<file path="src/design/wwt_pkg.sv">
// Package for the whitespace word tokenizer.
// Sizes, field types, sequencer states and shared constants. No dependencies.
package wwt_pkg;
	localparam int VocabEntries = 1024;
	localparam int EntryBytes   = 16;
	localparam int WordCap      = EntryBytes - 2;
	localparam int EntW  = $clog2(VocabEntries);
	localparam int PosW  = $clog2(EntryBytes);
	localparam int LenW  = $clog2(WordCap + 1);
	localparam int CntW  = $clog2(VocabEntries + 1);
	localparam int EntryBits = EntryBytes * 8;

	localparam logic [7:0] SpaceChar = 8'd32;
	localparam logic [7:0] NullChar  = 8'd0;
	localparam logic [9:0] StartTok  = 10'd1;
	localparam logic [9:0] UnknownTok = 10'd0;
	localparam logic [EntW-1:0] FirstWord = EntW'(3);

	localparam logic       CfgVocab = 1'b0;
	localparam logic       ActLoad  = 1'b0;

	typedef enum logic [2:0] {
		ST_IDLE, ST_RD, ST_CMP, ST_OUT1, ST_OUT2
	} state_t;

	typedef struct packed {
		logic [9:0] id;
		logic       valid;
		logic       done;
	} result_t;

	typedef struct packed {
		logic start;
		logic done;
		logic hit;
		logic [EntW-1:0] index;
	} scan_ctl_t;
endpackage

</file>
<file path="src/design/wwt_matcher.sv">
// Shared entry comparator and scan sequencer: one entry tested per cycle.
// Depends on wwt_pkg and wwt_vocab_ram read data.
module wwt_matcher (
	input  logic clk,
	input  logic arst_n,
	input  logic start,
	input  logic [wwt_pkg::CntW-1:0] limit,
	input  logic [wwt_pkg::EntryBits-1:0] rd_data,
	input  logic [wwt_pkg::WordCap*8-1:0] word,
	input  logic [wwt_pkg::LenW-1:0] len,
	output logic [wwt_pkg::EntW-1:0] rd_entry,
	output wwt_pkg::scan_ctl_t ctl
);
	import wwt_pkg::*;
	logic [CntW-1:0] addr_q, cmp_q;
	logic busy_q, pend_q, done_q, hit_q;
	logic [EntW-1:0] idx_q;
	logic match;

	assign rd_entry = addr_q[EntW-1:0];

	always_comb begin
		match = (rd_data[7:0] == SpaceChar);
		for (int b = 1; b < EntryBytes; b++) begin
			if (b - 1 < int'(len)) begin
				if (rd_data[b*8 +: 8] != word[(b-1)*8 +: 8]) match = 1'b0;
			end else if (b - 1 == int'(len)) begin
				if (rd_data[b*8 +: 8] != NullChar) match = 1'b0;
			end
		end
	end

	always_ff @(posedge clk or negedge arst_n) begin
		if (!arst_n) begin
			busy_q <= 1'b0; pend_q <= 1'b0; done_q <= 1'b0; hit_q <= 1'b0;
			addr_q <= '0; cmp_q <= '0; idx_q <= '0;
		end else begin
			done_q <= 1'b0;
			if (start) begin
				addr_q <= CntW'(FirstWord);
				busy_q <= 1'b1; pend_q <= 1'b0; hit_q <= 1'b0;
			end else if (busy_q) begin
				if (pend_q && match) begin
					busy_q <= 1'b0; done_q <= 1'b1; hit_q <= 1'b1;
					idx_q <= cmp_q[EntW-1:0];
				end else if (addr_q >= limit) begin
					if (!pend_q) begin
						busy_q <= 1'b0; done_q <= 1'b1; hit_q <= 1'b0;
					end
					pend_q <= 1'b0;
				end else begin
					cmp_q <= addr_q;
					pend_q <= 1'b1;
					addr_q <= addr_q + 1'b1;
				end
			end
		end
	end

	assign ctl.start = start;
	assign ctl.done  = done_q;
	assign ctl.hit   = hit_q;
	assign ctl.index = idx_q;
endmodule

</file>
<file path="config.mk">
export PLATFORM = sky130hd
export DESIGN_NAME = wwt_matcher
export DESIGN_NICKNAME = d
export VERILOG_FILES = /design/src/design/wwt_pkg.sv /design/src/design/wwt_matcher.sv
export SDC_FILE = /design/constraint.sdc
export NUM_CORES = 1
export LEC_CHECK = 0
export ABC_AREA = 1
export BUFFER_PORTS_ARGS = -buffer_cell sky130_fd_sc_hd__buf_2
export CAP_MARGIN = 0
export CORE_AREA = 3 3 107 109
export CTS_CLUSTER_SIZE = 8
export DETAILED_ROUTE_END_ITERATION = 8
export DIE_AREA = 0 0 110 112
export PLACE_DENSITY = 0.75
export SLEW_MARGIN = 10
export SYNTH_ARGS = -nofsm -noshare
export SYNTH_HDL_FRONTEND = slang
export SYNTH_SLANG_ARGS = --single-unit
export TNS_END_PERCENT = 10
</file>
<file path="constraint.sdc">
create_clock -name clk -period 3.8 [get_ports clk]
set_input_delay 0.19 -clock clk [delete_from_list [all_inputs] [get_ports clk]]
set_output_delay 0.19 -clock clk [all_outputs]
set_load 0.005 [all_outputs]
</file>
* Yosys cells after proc, flatten, opt, wreduce, memory -nomap -nowiden
Cells that the tools add are included.
** Storage, ports and cells
- Register bits after elaboration :: 35
- Bits of input ports :: 258
- Output and inout bits :: 23
- Word-level logic and storage cells :: 167
** Cells by class
- Add/subtract/negate cells :: 1
- $lt $le $gt $ge :: 16
- Equality and inequality tests :: 33
- Mux-type cells :: 83
- Bitwise operators :: 3
- Reduce and logical (&&, ||, !) cells :: 24
** Operator list (count)
- $reduce_bool 8->1 :: 15
- $ne 8x8->1 :: 14
- $mux 1 :: 79
- $mux 11 :: 4
- $eq 4x4->1 const A :: 8
- $lt 4x4->1 const A :: 7
- $eq 3x4->1 const A :: 4
- $lt 3x4->1 const A :: 4
- $add 11x1->11 const B :: 1
- $ge 11x11->1 :: 1
- $reduce_and 3->1 :: 3
- $eq 2x4->1 const A :: 2
- $eq 8x6->1 const B :: 1
- $lt 1x4->1 const A :: 2
- $lt 2x4->1 const A :: 2
- $ne 8x8->1 const B :: 1
- $logic_not 4->1 :: 1
- $ne 2x2->1 const B :: 2
- $reduce_and 4->1 :: 1
- $ne 3x2->1 const B :: 1
- $not 1->1 :: 3
- $reduce_bool 3->1 :: 1
- $reduce_and 2->1 :: 1
- $reduce_bool 2->1 :: 1
- $logic_and 1x1->1 :: 1

* Depth between registers and ports, before layout
- Depth in word-level cells :: 50
- Depth in mapped cells :: 17
- Depth with buffers taken out :: 16

* Worst setup path before layout
OpenSTA, ideal clock, no wires.
- Path type :: reg2reg
- From :: reg addr_q[4]
- To :: reg addr_q[0]
- Library setup time :: 134 ps
- Arrival :: 1779 ps
- Data required time :: 3666 ps
- Path slack :: 1886 ps
- Stages on the path, launching flop included :: 11
- Path buffers :: 1
- Clock period less this slack :: 1914 ps
- Cells stage by stage :: dfrtp_1 -> ha_1 -> a21oi_1 -> o21ai_0 -> nand2_1 -> o2111ai_1 -> nor2_1 -> nand3_4 -> buf_6 -> nand2_1 -> nand3_1
** Between the ends
- Word-level cells in the longest chain between the ends :: 3
** RTL lines
- start, declared :: line wwt_matcher.sv:15 : logic [CntW-1:0] addr_q, cmp_q;
- start signal, assigned :: line wwt_matcher.sv:40 : addr_q <= CntW'(FirstWord);
- start signal, assigned :: line wwt_matcher.sv:54 : addr_q <= addr_q + 1'b1;
- $ge 11x11->1 :: line wwt_matcher.sv:46 : end else if (addr_q >= limit) begin
- $ne 2x2->1 (no line)
- $reduce_and 3->1 (no line)
Every way passes these cells.
A chain may end at the register's enable or synchronous reset.

* Worst setup path after layout
- From :: reg addr_q[4]
- To :: reg addr_q[6]
** Between the ends
- Word-level cells in the longest chain between the ends :: 5
- Elaborated cells between the ends (all ways) :: 8
- Those cells by class :: add/sub: 1; order compare: 1; eq/ne: 1; mux: 4; reduce/logical: 1
** RTL lines
- $add 11x1->11 :: line wwt_matcher.sv:54
- $mux 11 :: line wwt_matcher.sv:46
- $mux 11 :: line wwt_matcher.sv:43 : if (pend_q && match) begin
- $mux 11 :: line wwt_matcher.sv:42 : end else if (busy_q) begin
- $mux 11 :: line wwt_matcher.sv:39 : if (start) begin
Several ways; a longest one is shown, not always the timed one. The select of a mux whose other input is x is not followed.

==> out/results.tsv <==
metric	value	unit
cell internal pwr	0.743	mW
routability congestion estimate	0.926	
post-detail-place hpwl	12800	um
critical path peak fanout	12	
Final nets	1253	
switch share	33.7	%
Tcrit/Tclk final	60.5	%
multi-input logic area	3040	sq um
worst vdd ir	179	uV
GRT Residual Overflow	0	
Clk pin slew, worst setup/hold paths	0.07	ns
Clock Path Buffers	2	
area leader, netlist	dfrtp_1	
Worst Hold End	done_q	
Starting Density	40.8	%
Worst Setup Start Kind	flop	
Post-Route WL	14300	um
initial antenna violation count	0	
# clock sinks	35	
fillers	1127	
Final Hold Fails	0	
via count	5112	
GRT Total Usage	22.4	%
Reg-to-Reg Start	addr_q[4]	
Die ar.	12300	sq um
Synth Area in Simple Gates	42.3	%
sequential area share after synthesis	20.0	%
Leakage Power	3.33	nW
Slew headroom	48.3	%
fraction of layout instances using a drive strength above 1	32.9	%
commonest non-fill, non-tap cell in the layout	buf_2	
largest family of logic cells by synthesized area	simple AND/OR/NAND/NOR gates	
syn_area_per_cell	6.11	sq um
routed len/inst	12.7	um
largest net degree at the start of global routing	36	
Synthesized Nets	985	
Max Clock Freq	435	MHz
CTS tree	yes	
Synth area leaders	dfrtp_1 (20%), nand2_1 (20%), xnor2_1 (14%), nor2_1 (11%), inv_1 (6.1%)	
worst-margin pin slew	0.776	ns
Synth Area in Adders	3.44	%
P_sw	0.377	mW
Die H	112	um
post-synth top area share	20.0	%
DR DRC count	0	
commonest cells after routing, fill and taps aside	buf_2 (280), nand2_1 (227), nor2_1 (133)	
min-delay worst type	input pin to flop	
chip width	110	um
Post-Route Skew	0.00470	ns
non-filler cells, final	1124	
CP required	4.02	ns
Yosys reg bits	35	
R2R setup slack	1.50	ns
WP data arrival	2.52	ns
Critical Path End Type	flop	
antenna-violating nets left	0	
Final min period	2.30	ns
Initial DRC Count	248	
clock power share	23.4	%
Crit Path Class	flop to flop	
Synth cell types	36	
IO Pins	281	
Cell Area, Synth	4370	sq um
worst r2r path cells	10	
Core Region	10700	sq um
Post-Syn Instances	715	
Resize count post-CTS	0	
Crit. Startpoint	addr_q[4]	
hold slack	0.271	ns
first-pass GRT wire length	22200	um
Comb pwr share	40.6	%
cts hold-fix bufs	1	
Hold Startpoint	start	
DRT Pass-1 Iters	6	
Hold Crit Depth	2	
reg-to-reg endpoint	addr_q[6]	
Flop pwr share	36.0	%
PwrDens	190	nW/um^2
H-tree Lvls	2	
final setup TNS	0	ns
row cnt	38	
complex-gate fraction of the synthesized area	5.87	%
Synth Warn #	0	
area delta synth->final	34.6	%
outcome	finished clean	
CTS root buf	clkbuf_8	
clock latency on the worst-skew pair	0.29	ns
Cells after DPL	1115	
CTS buffer count	5	
PortBufs	280	
n_diodes	0	
post-CTS setup buffer count	0	
count of final setup violators	0	
vias in the first global route	4729	
post-synthesis xor/xnor area fraction	18.0	%
Register Area	876	sq um
RSZ-0062 raised after global routing	no	
multiplexer area fraction after synthesis	0	%
via/cell ratio	4.55	
MaxCap Viol Count	0	
fin. max-slew vios	0	
[cells in the mapped netlist, drive strengths merged]
cell type	count
a21boi	1
a21oi	15
a31oi	1
and3	2
buf	18
clkbuf	2
clkinv	1
dfrtp	35
ha	12
inv	76
nand2	230
nand3	35
nand3b	1
nand4	12
nor2	140
nor3	7
nor3b	2
nor4	4
o2111ai	1
o21ai	21
o22ai	2
or2	7
xnor2	69
xor2	21
[sequential cells by signal, summed over array words and instances, names as in the netlist]
| signal | count |
|---|---|
| pend_q | 1 |
| busy_q | 1 |
| addr_q | 11 |
| idx_q | 10 |
| hit_q | 1 |
| done_q | 1 |
| cmp_q | 10 |
[logic make-up after synthesis]
family,count (synthesis)
AND/OR/NAND/NOR,440
adder cells (fa/ha/maj),12
XOR/XNOR,90
AO/OA/AOI/OAI,41
buffers and inverters,97
flip-flops,35
[how the worst max path moves through the flow]
stage / endpoint / slack [ns] / cells past startpoint
2_1_floorplan: addr_q[0] / 1.89 / 10
3_3_place_gp: addr_q[9] / 1.56 / 10
3_5_place_dp: cmp_q[2] / 1.52 / 9
4_1_cts: addr_q[6] / 1.51 / 10
5_1_grt: addr_q[1] / 1.18 / 10
6_report: addr_q[6] / 1.50 / 10
[metal layers]
metal	up-vias	GRT usage, %	wire (um)
li1	2743	-	-
met1	2180	28.8	5990
met2	181	39.2	6950
met3	8	4.81	1220
met4	0	2.83	121
met5	-	0	0
[critical path, stage by stage, from the launching register on]
cell and delay (ns):
dfrtp_1 0.47, ha_1 0.35, a21oi_1 0.12, o21ai_0 0.08, nand2_1 0.06, o2111ai_1 0.11
nor2_1 0.42, nand3_4 0.23, nand2_2 0.23, nand2_1 0.08, nand2_1 0.07
[metrics by stage]
stage / total power [mW] / util, % / setup slack, ns / instance area, sq um
3_5_place_dp: 0.865 / 54.1 / 1.52 / 5780
5_1_grt: 1.21 / 55.0 / 1.18 / 5880
2_1_floorplan: 0.651 / - / 1.89 / 4370
4_1_cts: 1.13 / 55.0 / 1.51 / 5880
6_report: 1.12 / 55.0 / 1.50 / 5880
3_3_place_gp: 0.860 / 54.1 / 1.56 / 5780
[power groups by stage]
stage	Clock (mW)	Combinational [mW]	Sequential [mW]
3_3_place_gp	0	0.450	0.409
3_5_place_dp	0	0.455	0.410
5_1_grt	0.285	0.516	0.406
6_report	0.262	0.455	0.403
4_1_cts	0.268	0.458	0.403
2_1_floorplan	0	0.246	0.405
[layout make-up]
type                       count  area share [%]
timing repair buffer         281            24.0
tap                          140            2.98
clock inverter                 2           0.213
multi-input combinational    583            51.8
clock buffer                   6            1.23
inverter                      77            4.92
sequential                    35            14.9
No activity file was read; power rests on OpenSTA's default activity.
